[src/hw/rtl/berk4_pkg.sv]
// Shared types, constants and the step microprogram of the beta envelope RK4 block.
`timescale 1ns / 1ps
`default_nettype none
package berk4_pkg;

	// Number format and unit sizes
	localparam int WORD_W     = 48;
	localparam int FRAC_W     = 24;
	localparam int EXT_W      = WORD_W + FRAC_W;
	localparam int PROD_W     = 2 * WORD_W;
	localparam int HALF_W     = WORD_W / 2;
	localparam int BS_W       = 47;
	localparam int CFG_IDX_W  = 2;
	localparam int PC_W       = 7;
	localparam int ADDR_W     = 5;
	localparam int RF_AW      = 4;
	localparam int RF_DEPTH   = 1 << RF_AW;
	localparam int CNT_W      = 7;
	localparam int MUL_PARTS  = 4;
	localparam int DIV_STEPS  = EXT_W;
	localparam int DERIV_SKIP = 10;
	localparam int PROG_LEN   = 74;

	typedef logic signed [WORD_W-1:0] word_t;

	localparam word_t WORD_MAX = word_t'({1'b0, {(WORD_W-1){1'b1}}});
	localparam word_t WORD_MIN = word_t'({1'b1, {(WORD_W-1){1'b0}}});
	localparam word_t Q_ONE    = word_t'({1'b1, {FRAC_W{1'b0}}});
	localparam word_t Q_HALF   = word_t'({1'b1, {(FRAC_W-1){1'b0}}});

	// Divide by six as a halving, then a multiply by ceil(2^49 / 3) and a shift by 49
	localparam logic [WORD_W-1:0] DIV6_M  = 48'hAAAA_AAAA_AAAB;
	localparam int                DIV6_SH = 49;

	// Configuration register indexes
	localparam logic [CFG_IDX_W-1:0] CFG_BETA_START  = 2'd0;
	localparam logic [CFG_IDX_W-1:0] CFG_SLOPE_START = 2'd1;
	localparam logic [CFG_IDX_W-1:0] CFG_ANG_MOM     = 2'd2;

	// Arithmetic unit operations
	typedef enum logic [2:0] {
		OP_ADD,
		OP_SUB,
		OP_MUL,
		OP_DIV,
		OP_DIV6,
		OP_DCHK
	} op_t;

	typedef logic [ADDR_W-1:0] addr_t;

	// Scratch registers (memory) and special sources (flops)
	localparam addr_t A_C    = 5'd0;
	localparam addr_t A_H    = 5'd1;
	localparam addr_t A_HH   = 5'd2;
	localparam addr_t A_K1P  = 5'd3;
	localparam addr_t A_B2   = 5'd4;
	localparam addr_t A_K2B  = 5'd5;
	localparam addr_t A_K2P  = 5'd6;
	localparam addr_t A_B3   = 5'd7;
	localparam addr_t A_K3B  = 5'd8;
	localparam addr_t A_K3P  = 5'd9;
	localparam addr_t A_B4   = 5'd10;
	localparam addr_t A_K4B  = 5'd11;
	localparam addr_t A_K4P  = 5'd12;
	localparam addr_t A_T0   = 5'd13;
	localparam addr_t A_T1   = 5'd14;
	localparam addr_t A_T2   = 5'd15;
	localparam addr_t A_ONE  = 5'd16;
	localparam addr_t A_HALF = 5'd17;
	localparam addr_t A_LV   = 5'd18;
	localparam addr_t A_POS  = 5'd19;
	localparam addr_t A_PPOS = 5'd20;
	localparam addr_t A_KK   = 5'd21;
	localparam addr_t A_B    = 5'd22;
	localparam addr_t A_BP   = 5'd23;

	typedef struct packed {
		op_t   op;
		addr_t d;
		addr_t a;
		addr_t b;
	} instr_t;

	typedef struct packed {
		logic  start;
		op_t   op;
		word_t a;
		word_t b;
	} alu_req_t;

	typedef struct packed {
		logic  done;
		logic  flt;
		logic  skip;
		word_t res;
	} alu_rsp_t;

	typedef struct packed {
		word_t val;
		logic  flt;
	} sat_t;

	// Restore sign on a magnitude and saturate to the word range
	function automatic sat_t from_mag(logic [EXT_W-1:0] m, logic neg);
		sat_t r;
		logic [EXT_W-1:0] lim;
		lim = EXT_W'($unsigned(WORD_MAX));
		r.flt = 1'b0;
		if (!neg) begin
			if (m > lim) begin
				r.val = WORD_MAX;
				r.flt = 1'b1;
			end else begin
				r.val = word_t'(m[WORD_W-1:0]);
			end
		end else begin
			if (m > lim + EXT_W'(1)) begin
				r.val = WORD_MIN;
				r.flt = 1'b1;
			end else begin
				r.val = word_t'(~m[WORD_W-1:0] + WORD_W'(1));
			end
		end
		return r;
	endfunction

	function automatic instr_t mk(op_t op, addr_t d, addr_t a, addr_t b);
		instr_t r;
		r.op = op;
		r.d  = d;
		r.a  = a;
		r.b  = b;
		return r;
	endfunction

	// Slope derivative: check beta, then (bp^2 + c - 4 (b k)^2) / (2 b)
	function automatic instr_t deriv_ins(logic [3:0] k, addr_t b, addr_t bp, addr_t dst);
		instr_t r;
		case (k)
			4'd0: r = mk(OP_DCHK, dst, b, b);
			4'd1: r = mk(OP_MUL, A_T0, b, A_KK);
			4'd2: r = mk(OP_MUL, A_T1, bp, bp);
			4'd3: r = mk(OP_ADD, A_T1, A_T1, A_C);
			4'd4: r = mk(OP_MUL, A_T0, A_T0, A_T0);
			4'd5: r = mk(OP_ADD, A_T0, A_T0, A_T0);
			4'd6: r = mk(OP_ADD, A_T0, A_T0, A_T0);
			4'd7: r = mk(OP_SUB, A_T0, A_T1, A_T0);
			4'd8: r = mk(OP_ADD, A_T2, b, b);
			4'd9: r = mk(OP_DIV, dst, A_T0, A_T2);
			default: r = mk(OP_ADD, A_T0, A_T0, A_T0);
		endcase
		return r;
	endfunction

	// Microprogram of one RK4 step
	function automatic instr_t prog_rom(logic [PC_W-1:0] pc);
		instr_t r;
		if (pc >= 7'd6 && pc <= 7'd15) begin
			r = deriv_ins(4'(pc - 7'd6), A_B, A_BP, A_K1P);
		end else if (pc >= 7'd20 && pc <= 7'd29) begin
			r = deriv_ins(4'(pc - 7'd20), A_B2, A_K2B, A_K2P);
		end else if (pc >= 7'd34 && pc <= 7'd43) begin
			r = deriv_ins(4'(pc - 7'd34), A_B3, A_K3B, A_K3P);
		end else if (pc >= 7'd48 && pc <= 7'd57) begin
			r = deriv_ins(4'(pc - 7'd48), A_B4, A_K4B, A_K4P);
		end else begin
			case (pc)
				7'd0:  r = mk(OP_MUL, A_C, A_LV, A_LV);
				7'd1:  r = mk(OP_ADD, A_C, A_ONE, A_C);
				7'd2:  r = mk(OP_ADD, A_C, A_C, A_C);
				7'd3:  r = mk(OP_ADD, A_C, A_C, A_C);
				7'd4:  r = mk(OP_SUB, A_H, A_POS, A_PPOS);
				7'd5:  r = mk(OP_MUL, A_HH, A_H, A_HALF);
				7'd16: r = mk(OP_MUL, A_T0, A_HH, A_BP);
				7'd17: r = mk(OP_ADD, A_B2, A_B, A_T0);
				7'd18: r = mk(OP_MUL, A_T0, A_HH, A_K1P);
				7'd19: r = mk(OP_ADD, A_K2B, A_BP, A_T0);
				7'd30: r = mk(OP_MUL, A_T0, A_HH, A_K2B);
				7'd31: r = mk(OP_ADD, A_B3, A_B, A_T0);
				7'd32: r = mk(OP_MUL, A_T0, A_HH, A_K2P);
				7'd33: r = mk(OP_ADD, A_K3B, A_BP, A_T0);
				7'd44: r = mk(OP_MUL, A_T0, A_H, A_K3B);
				7'd45: r = mk(OP_ADD, A_B4, A_B, A_T0);
				7'd46: r = mk(OP_MUL, A_T0, A_H, A_K3P);
				7'd47: r = mk(OP_ADD, A_K4B, A_BP, A_T0);
				7'd58: r = mk(OP_ADD, A_T0, A_K2B, A_K2B);
				7'd59: r = mk(OP_ADD, A_T0, A_BP, A_T0);
				7'd60: r = mk(OP_ADD, A_T1, A_K3B, A_K3B);
				7'd61: r = mk(OP_ADD, A_T1, A_T1, A_K4B);
				7'd62: r = mk(OP_ADD, A_T0, A_T0, A_T1);
				7'd63: r = mk(OP_MUL, A_T0, A_H, A_T0);
				7'd64: r = mk(OP_DIV6, A_T0, A_T0, A_T0);
				7'd65: r = mk(OP_ADD, A_B, A_B, A_T0);
				7'd66: r = mk(OP_ADD, A_T0, A_K2P, A_K2P);
				7'd67: r = mk(OP_ADD, A_T0, A_K1P, A_T0);
				7'd68: r = mk(OP_ADD, A_T1, A_K3P, A_K3P);
				7'd69: r = mk(OP_ADD, A_T1, A_T1, A_K4P);
				7'd70: r = mk(OP_ADD, A_T0, A_T0, A_T1);
				7'd71: r = mk(OP_MUL, A_T0, A_H, A_T0);
				7'd72: r = mk(OP_DIV6, A_T0, A_T0, A_T0);
				7'd73: r = mk(OP_ADD, A_BP, A_BP, A_T0);
				default: r = mk(OP_ADD, A_T0, A_T0, A_T0);
			endcase
		end
		return r;
	endfunction

endpackage
`default_nettype wire

[src/hw/rtl/berk4_alu.sv]
// Shared saturating arithmetic unit: add, subtract, 4-part multiply, divide by six, bit-serial divide, beta check.
`timescale 1ns / 1ps
`default_nettype none
module berk4_alu (
	input  wire logic               clk,
	input  wire logic               arst_n,
	input  wire berk4_pkg::alu_req_t req,
	output berk4_pkg::alu_rsp_t     rsp
);
	import berk4_pkg::*;

	typedef enum logic [4:0] {
		A_IDLE   = 5'b00001,
		A_SIMPLE = 5'b00010,
		A_MUL    = 5'b00100,
		A_DIV    = 5'b01000,
		A_FIN    = 5'b10000
	} alu_state_t;

	alu_state_t state_q;
	op_t        op_q;
	word_t      a_q;
	word_t      b_q;
	logic       neg_q;
	logic [CNT_W-1:0]  cnt_q;
	logic [PROD_W-1:0] acc_q;
	logic [WORD_W-1:0] pp_s1;
	logic [1:0]        pp_sh_s1;
	logic              pp_vld_s1;
	logic [EXT_W-1:0]  dvd_q;
	logic [WORD_W-1:0] rem_q;
	logic [WORD_W-1:0] dvs_q;

	function automatic logic [WORD_W-1:0] mag(word_t x);
		logic [WORD_W-1:0] u;
		u = $unsigned(x);
		return u[WORD_W-1] ? (~u + WORD_W'(1)) : u;
	endfunction

	function automatic sat_t sat_add(word_t x, word_t y);
		sat_t r;
		logic [WORD_W:0] s;
		s = {x[WORD_W-1], x} + {y[WORD_W-1], y};
		r.flt = 1'b0;
		r.val = word_t'(s[WORD_W-1:0]);
		if (s[WORD_W] != s[WORD_W-1]) begin
			r.flt = 1'b1;
			r.val = s[WORD_W] ? WORD_MIN : WORD_MAX;
		end
		return r;
	endfunction

	// Partial product operands and shifted partial product
	logic [HALF_W-1:0] ha, hb;
	logic [PROD_W-1:0] pp_ext;
	assign ha = cnt_q[1] ? a_q[WORD_W-1:HALF_W] : a_q[HALF_W-1:0];
	assign hb = cnt_q[0] ? b_q[WORD_W-1:HALF_W] : b_q[HALF_W-1:0];

	always_comb begin
		case (pp_sh_s1)
			2'd0:    pp_ext = PROD_W'(pp_s1);
			2'd1:    pp_ext = PROD_W'(pp_s1) << HALF_W;
			2'd2:    pp_ext = PROD_W'(pp_s1) << WORD_W;
			default: pp_ext = '0;
		endcase
	end

	// Restoring divide step
	logic [WORD_W-1:0] remsh;
	logic              ge;
	assign remsh = {rem_q[WORD_W-2:0], dvd_q[EXT_W-1]};
	assign ge    = remsh >= dvs_q;

	// Sequence the unit
	always_ff @(posedge clk or negedge arst_n) begin
		if (!arst_n) begin
			state_q   <= A_IDLE;
			pp_vld_s1 <= 1'b0;
			cnt_q     <= '0;
		end else begin
			case (state_q)
				A_IDLE: begin
					if (req.start) begin
						cnt_q     <= '0;
						pp_vld_s1 <= 1'b0;
						case (req.op)
							OP_MUL, OP_DIV6: state_q <= A_MUL;
							OP_DIV:          state_q <= A_DIV;
							default:         state_q <= A_SIMPLE;
						endcase
					end
				end
				A_SIMPLE: state_q <= A_IDLE;
				A_MUL: begin
					cnt_q     <= cnt_q + CNT_W'(1);
					pp_vld_s1 <= cnt_q < CNT_W'(MUL_PARTS);
					if (cnt_q == CNT_W'(MUL_PARTS)) begin
						state_q <= A_FIN;
					end
				end
				A_DIV: begin
					cnt_q <= cnt_q + CNT_W'(1);
					if (cnt_q == CNT_W'(DIV_STEPS - 1)) begin
						state_q <= A_FIN;
					end
				end
				A_FIN: state_q <= A_IDLE;
				default: state_q <= A_IDLE;
			endcase
		end
	end

	// Operand, accumulator and divider datapath
	always_ff @(posedge clk) begin
		if (state_q == A_IDLE && req.start) begin
			op_q <= req.op;
			case (req.op)
				OP_MUL: begin
					a_q   <= word_t'(mag(req.a));
					b_q   <= word_t'(mag(req.b));
					neg_q <= req.a[WORD_W-1] ^ req.b[WORD_W-1];
					acc_q <= PROD_W'($unsigned(Q_HALF));
				end
				OP_DIV: begin
					neg_q <= req.a[WORD_W-1];
					dvd_q <= {mag(req.a), {FRAC_W{1'b0}}};
					dvs_q <= $unsigned(req.b);
					rem_q <= '0;
				end
				OP_DIV6: begin
					// halve the rounded magnitude, then multiply by the reciprocal of three
					a_q   <= word_t'((mag(req.a) + WORD_W'(3)) >> 1);
					b_q   <= word_t'(DIV6_M);
					neg_q <= req.a[WORD_W-1];
					acc_q <= '0;
				end
				default: begin
					a_q <= req.a;
					b_q <= req.b;
				end
			endcase
		end
		if (state_q == A_MUL) begin
			pp_s1    <= WORD_W'(ha) * WORD_W'(hb);
			pp_sh_s1 <= 2'(cnt_q[1]) + 2'(cnt_q[0]);
			if (pp_vld_s1) begin
				acc_q <= acc_q + pp_ext;
			end
		end
		if (state_q == A_DIV) begin
			rem_q <= ge ? remsh - dvs_q : remsh;
			dvd_q <= {dvd_q[EXT_W-2:0], ge};
		end
	end

	// Form the result
	sat_t             simple_r;
	sat_t             fin_r;
	word_t            neg_b;
	logic             neg_flt;
	logic             rnd;
	logic             nonpos;
	always_comb begin
		neg_flt = 1'b0;
		neg_b   = b_q;
		if (op_q == OP_SUB) begin
			if (b_q == WORD_MIN) begin
				neg_b   = WORD_MAX;
				neg_flt = 1'b1;
			end else begin
				neg_b = -b_q;
			end
		end
		simple_r = sat_add(a_q, neg_b);
		simple_r.flt = simple_r.flt | neg_flt;
		nonpos = a_q[WORD_W-1] || (a_q == '0);
		rnd    = {rem_q, 1'b0} >= {1'b0, dvs_q};
		if (op_q == OP_MUL) begin
			fin_r = from_mag(acc_q[PROD_W-1:FRAC_W], neg_q);
		end else if (op_q == OP_DIV6) begin
			fin_r = from_mag(EXT_W'(acc_q[PROD_W-1:DIV6_SH]), neg_q);
		end else begin
			fin_r = from_mag(dvd_q + EXT_W'(rnd), neg_q);
		end

		rsp.done = (state_q == A_SIMPLE) || (state_q == A_FIN);
		rsp.skip = 1'b0;
		rsp.flt  = 1'b0;
		rsp.res  = '0;
		if (state_q == A_FIN) begin
			rsp.res = fin_r.val;
			rsp.flt = fin_r.flt;
		end else if (op_q == OP_DCHK) begin
			rsp.skip = nonpos;
			rsp.flt  = nonpos;
		end else begin
			rsp.res = simple_r.val;
			rsp.flt = simple_r.flt;
		end
	end

	// A result is a single-cycle pulse
	assert property (@(posedge clk) disable iff (!arst_n) rsp.done |=> !rsp.done)
		else $error("alu done held for more than one cycle");
	// Work is only started on an idle unit
	assert property (@(posedge clk) disable iff (!arst_n) req.start |-> state_q == A_IDLE)
		else $error("alu started while busy");
	// A multiply ends with its last partial product accumulated
	assert property (@(posedge clk) disable iff (!arst_n)
		(state_q == A_MUL && cnt_q == CNT_W'(MUL_PARTS)) |-> pp_vld_s1)
		else $error("multiply finished without last partial product");

endmodule
`default_nettype wire

[config.mk]
export PLATFORM = sky130hd
export DESIGN_NAME = berk4_alu
export DESIGN_NICKNAME = d
export VERILOG_FILES = /design/src/hw/rtl/berk4_pkg.sv /design/src/hw/rtl/berk4_alu.sv
export SDC_FILE = /design/constraint.sdc
export NUM_CORES = 2
export LEC_CHECK = 0
export BUFFER_PORTS_ARGS = -buffer_cell sky130_fd_sc_hd__buf_2
export CAP_MARGIN = 20
export CORE_MARGIN = 8
export CORE_UTILIZATION = 55
export CTS_BUF_LIST = sky130_fd_sc_hd__clkbuf_16
export CTS_CLUSTER_DIAMETER = 50
export CTS_CLUSTER_SIZE = 40
export DETAILED_ROUTE_END_ITERATION = 10
export PLACE_DENSITY = 0.74
export SYNTH_ARGS = -nofsm -noshare
export SYNTH_HDL_FRONTEND = slang
export SYNTH_SLANG_ARGS = --single-unit
[constraint.sdc]
create_clock -name clk -period 9.46 [get_ports clk]
set_input_delay 1.892 -clock clk [delete_from_list [all_inputs] [get_ports clk]]
set_output_delay 1.892 -clock clk [all_outputs]
set_load 0.05 [all_outputs]
==> impl_results.html <==
<table>
<tr><th>Metric</th><th>Value</th></tr>
<tr><th colspan="2">CTS</th></tr>
<tr><td>Clock insertion delay at the later pin of the skew report</td><td>0.66 ns</td></tr>
<tr><td>Clock buffers created by TritonCTS</td><td>67</td></tr>
<tr><td>Maximum level of the CTS H-tree</td><td>3</td></tr>
<tr><td>TritonCTS clock tree</td><td>done</td></tr>
<tr><td>Number of sinks driven by the clock tree</td><td>427</td></tr>
<tr><td>Clock slew at the register clock pins of the worst setup and hold paths</td><td>0.07 ns</td></tr>
<tr><td>Buffer cell driving the clock tree root</td><td>sky130_fd_sc_hd__clkbuf_16</td></tr>
<tr><td>Largest buffer count on any clock path</td><td>3</td></tr>
<tr><th colspan="2">Logic synthesis</th></tr>
<tr><td>Number of nets in the synthesized netlist</td><td>8126</td></tr>
<tr><td>Share of flip-flops with an asynchronous set or reset</td><td>3.04%</td></tr>
<tr><td>Area share of the leading cell type in the synthesized netlist</td><td>16.7%</td></tr>
<tr><td>Register bit count reported by yosys</td><td>427</td></tr>
<tr><td>Distinct cell type count after synthesis</td><td>80</td></tr>
<tr><td>Area of the mapped netlist</td><td>58200 um2</td></tr>
<tr><td>Yosys warning total</td><td>0</td></tr>
<tr><td>Most area-consuming cells after synthesis</td><td>sky130_fd_sc_hd__fa_1, sky130_fd_sc_hd__edfxtp_1, sky130_fd_sc_hd__ha_1, sky130_fd_sc_hd__nand2_1, sky130_fd_sc_hd__nor2_1</td></tr>
<tr><td>Most instantiated flip-flop cell in the synthesis netlist</td><td>sky130_fd_sc_hd__edfxtp_1</td></tr>
<tr><td>Post-synthesis area per instance</td><td>8.12 um2</td></tr>
<tr><td>EDFF count, synth</td><td>318</td></tr>
<tr><td>Leading area contributor after synthesis</td><td>sky130_fd_sc_hd__fa_1</td></tr>
<tr><td>Sequential fraction of the synthesis area</td><td>20.3%</td></tr>
<tr><td>Gate count after technology mapping</td><td>7162</td></tr>
<tr><th colspan="2">Cells and area</th></tr>
<tr><td>Most common cell after layout, fill and taps aside</td><td>sky130_fd_sc_hd__nand2_1</td></tr>
<tr><td>Core utilization of the finished layout</td><td>62.3%</td></tr>
<tr><td>Number of nets in the finished design</td><td>8241</td></tr>
<tr><td>Fraction of final layout cells sized beyond drive strength 1</td><td>11.3%</td></tr>
<tr><td>Growth of design area from synthesis to finish</td><td>12.5%</td></tr>
<tr><td>Number of inserted filler cells in the final layout</td><td>9305</td></tr>
<tr><td>Non-filler instance count after layout</td><td>8726</td></tr>
<tr><td>Commonest cells after routing, fill and taps aside</td><td>sky130_fd_sc_hd__nand2_1, sky130_fd_sc_hd__nor2_1, sky130_fd_sc_hd__inv_1</td></tr>
<tr><th colspan="2">STA</th></tr>
<tr><td>Clock skew</td><td>0.0476 ns</td></tr>
<tr><td>Worst relative slew slack</td><td>15.5%</td></tr>
<tr><td>Final-report hold violation count</td><td>0</td></tr>
<tr><td>Time the final worst path needs with I/O delays and setup</td><td>9.49 ns</td></tr>
<tr><td>Post-route setup TNS</td><td>-0.0821 ns</td></tr>
<tr><td>Setup WS post-layout</td><td>-0.0280 ns</td></tr>
<tr><td>Endpoints failing setup</td><td>5</td></tr>
<tr><td>Count of final max-slew check failures</td><td>0</td></tr>
<tr><td>Max Fclk</td><td>0.105 GHz</td></tr>
<tr><td>Portion of the clock cycle consumed by the worst path in the final layout</td><td>100%</td></tr>
<tr><td>Setup repair after global routing missed its margin</td><td>yes</td></tr>
<tr><td>Transition time at the pin with the least slew margin</td><td>1.26 ns</td></tr>
<tr><th colspan="2">Critical path</th></tr>
<tr><td>Most used cell along the critical path</td><td>sky130_fd_sc_hd__or4_4</td></tr>
<tr><td>Capturing element of the worst setup path</td><td>rsp[37]</td></tr>
<tr><td>Capturing point of the worst reg2reg path</td><td>pp_s1[40]</td></tr>
<tr><td>Worst-case reg-to-reg path depth</td><td>27</td></tr>
<tr><td>Critical Path RT</td><td>7.57 ns</td></tr>
<tr><td>R2r startpoint</td><td>cnt_q[1]</td></tr>
<tr><td>Startpoint of the most critical setup path</td><td>b_q[19]</td></tr>
<tr><td>Delay contributed by the slowest stage of the critical path</td><td>0.54 ns</td></tr>
<tr><td>Crit path arrival time</td><td>7.60 ns</td></tr>
<tr><td>Setup slack on the worst flop-to-flop path</td><td>0.36 ns</td></tr>
<tr><td>Crit path kind</td><td>reg -&gt; out</td></tr>
<tr><td>Nature of the critical path startpoint</td><td>register</td></tr>
<tr><td>Critical Path Slowest Stage Cell</td><td>sky130_fd_sc_hd__or4_4</td></tr>
<tr><td>Type of element capturing the critical path</td><td>primary output</td></tr>
<tr><td>Maximum net fanout on the critical path</td><td>7</td></tr>
<tr><th colspan="2">Routing</th></tr>
<tr><td>Post-DR wirelength/cell</td><td>24.2 um</td></tr>
<tr><td>Initial DRC count</td><td>6221</td></tr>
<tr><td>Via count normalized by instance count</td><td>6.40</td></tr>
<tr><td>Initial DRT Pass Iterations</td><td>7</td></tr>
<tr><td>Post-route ant nets</td><td>0</td></tr>
<tr><td>Detailed-route DRC error count</td><td>0</td></tr>
<tr><td>Via total after detailed routing</td><td>55800</td></tr>
<tr><td>Final routed wirelength across all metal layers</td><td>211000 um</td></tr>
<tr><th colspan="2">Global routing</th></tr>
<tr><td>Pin count of the biggest net entering global routing</td><td>119</td></tr>
<tr><td>Overall global routing resource usage</td><td>35.1%</td></tr>
<tr><td>Initial antenna violation count</td><td>10</td></tr>
<tr><td>Total grt overflow</td><td>0</td></tr>
<tr><td>Global-route wire length before repair</td><td>320000 um</td></tr>
<tr><td>Number of global-route vias before repair</td><td>54200</td></tr>
<tr><th colspan="2">Placement</th></tr>
<tr><td>Final estimated routing congestion in global placement</td><td>1.06</td></tr>
<tr><td>HPWL reported at the end of detailed placement</td><td>165000 um</td></tr>
<tr><td>Inst Count DP</td><td>8556</td></tr>
<tr><td>IO buf count</td><td>152</td></tr>
<tr><th colspan="2">Die</th></tr>
<tr><td>Starting Density</td><td>55.3%</td></tr>
<tr><td>Die X-Extent</td><td>341 um</td></tr>
<tr><td>Placeable core area</td><td>105000 um2</td></tr>
<tr><td>Number of rows created at floorplan</td><td>119</td></tr>
<tr><td>Number of top-level pins</td><td>153</td></tr>
<tr><td>Die outline height</td><td>341 um</td></tr>
<tr><td>Die Area</td><td>116000 um2</td></tr>
<tr><th colspan="2">Status</th></tr>
<tr><td>Failing checks</td><td>negative setup slack</td></tr>
<tr><td>Result of the run</td><td>finished, violations left</td></tr>
<tr><th colspan="2">Job</th></tr>
<tr><td>Max-capacitance violation count</td><td>0</td></tr>
<tr><th colspan="2">Hold path</th></tr>
<tr><td>Worst hold path class</td><td>reg -&gt; reg</td></tr>
</table>
worst max-delay path, delay by kind of cell, from the launching register on:
family | cells | cell delay (ns)
AND/OR/NAND/NOR | 13 | 4.29
buffers and inverters | 5 | 0.85
flip-flops | 1 | 0.38
XOR/XNOR | 1 | 0.12
AO/OA/AOI/OAI | 6 | 0.98
adder cells (fa/ha/maj) | 1 | 0.32
cell families (layout without fill, tap and decap cells):
| family | Yosys count | after routing | synth area share [%] |
|---|---|---|---|
| AND/OR/NAND/NOR | 2457 | 2457 | 19.7 |
| AO/OA/AOI/OAI | 1731 | 1731 | 18.7 |
| buffers and inverters | 1082 | 1250 | 6.99 |
| adder cells (fa/ha/maj) | 862 | 862 | 24.8 |
| XOR/XNOR | 436 | 436 | 6.57 |
| flip-flops | 427 | 427 | 20.3 |
| multiplexers | 167 | 167 | 2.97 |
| other | 0 | 5 | 0 |
registers in the layout, summed over array words and instances (netlist names), 2 cells and up:
name      flops
a_q          48
state_q       5
rem_q        48
dvs_q        48
dvd_q        72
op_q          3
cnt_q         7
pp_sh_s1      2
b_q          48
pp_s1        48
acc_q        96
metal layers:
| metal | track usage [%] | up-vias | part of all wire (%) |
|---|---|---|---|
| li1 | - | 25200 | - |
| met1 | 45.0 | 26800 | 39 |
| met2 | 54.0 | 3106 | 44 |
| met3 | 9.37 | 783 | 11 |
| met4 | 18.6 | 8 | 6.4 |
| met5 | 0.167 | - | 0.025 |
per-stage QoR:
| step | cell area [um2] | setup slack (ns) | hold WS [ns] |
|---|---|---|---|
| final | 65500 | -0.0280 | 0.465 |
| after global routing | 65500 | -0.243 | 0.486 |
| after CTS | 64100 | 0.000270 | 0.467 |
| after detailed placement | 61300 | -0.140 | 0.452 |
| after global placement | 61300 | -0.0388 | 0.441 |
| after floorplan | 58200 | 0.187 | 0.432 |
final cells by class:
type | instances | area [um2] | share of cell area [%]
antenna | 5 | 12.5 | 0.0191
clock buffer | 67 | 1680 | 2.56
clock inverter | 55 | 682 | 1.04
inverter | 711 | 2670 | 4.08
multi-input combinational | 5653 | 43500 | 66.4
sequential | 427 | 11800 | 18.0
tap | 1391 | 1740 | 2.66
timing repair buffer | 417 | 3430 | 5.23
worst min-delay path by stage:
| stage | end | slack (ns) | cells past startpoint | start |
|---|---|---|---|---|
| 6_report | acc_q[14] | 0.47 | 2 | acc_q[14] |
| 3_3_place_gp | acc_q[16] | 0.44 | 2 | acc_q[16] |
| 2_1_floorplan | acc_q[14] | 0.43 | 2 | acc_q[14] |
| 5_1_grt | acc_q[21] | 0.49 | 2 | acc_q[21] |
| 3_5_place_dp | acc_q[14] | 0.45 | 2 | acc_q[14] |
| 4_1_cts | acc_q[0] | 0.47 | 2 | acc_q[0] |
repair_timing:
item	in CTS	in global routing
hold endpoints to repair	0	0
setup endpoints to repair	52	52
gates cloned	2	5
hold buffers	0	0
resized for setup	72	284
setup buffers	9	28
pin swaps	10	56
synthesized netlist by cell type, drive strengths merged (15+ instances only):
cell    number
o41ai       16
nand3      178
and2       109
and4        15
a21o       184
a31oi       76
nor2       741
o211ai      50
o221ai      31
o311ai      15
clkbuf     357
nand3b      15
a211oi      51
nor4        73
o21ai      451
dfxtp       96
a21oi      473
nor3       108
inv        711
xnor2      235
or2         32
nor2b       54
a221oi      29
or3         84
a22o        34
edfxtp     318
mux2        46
or4         31
and3        43
xor2       201
nand2b      69
o22ai       26
o32ai       16
o31ai       84
o21bai      45
mux2i      121
fa         485
nand2      770
o21a        38
ha         377
nand4       98
Power is not shown: default switching activity piles up to over one toggle a cycle in this logic, so the estimate is an artifact.
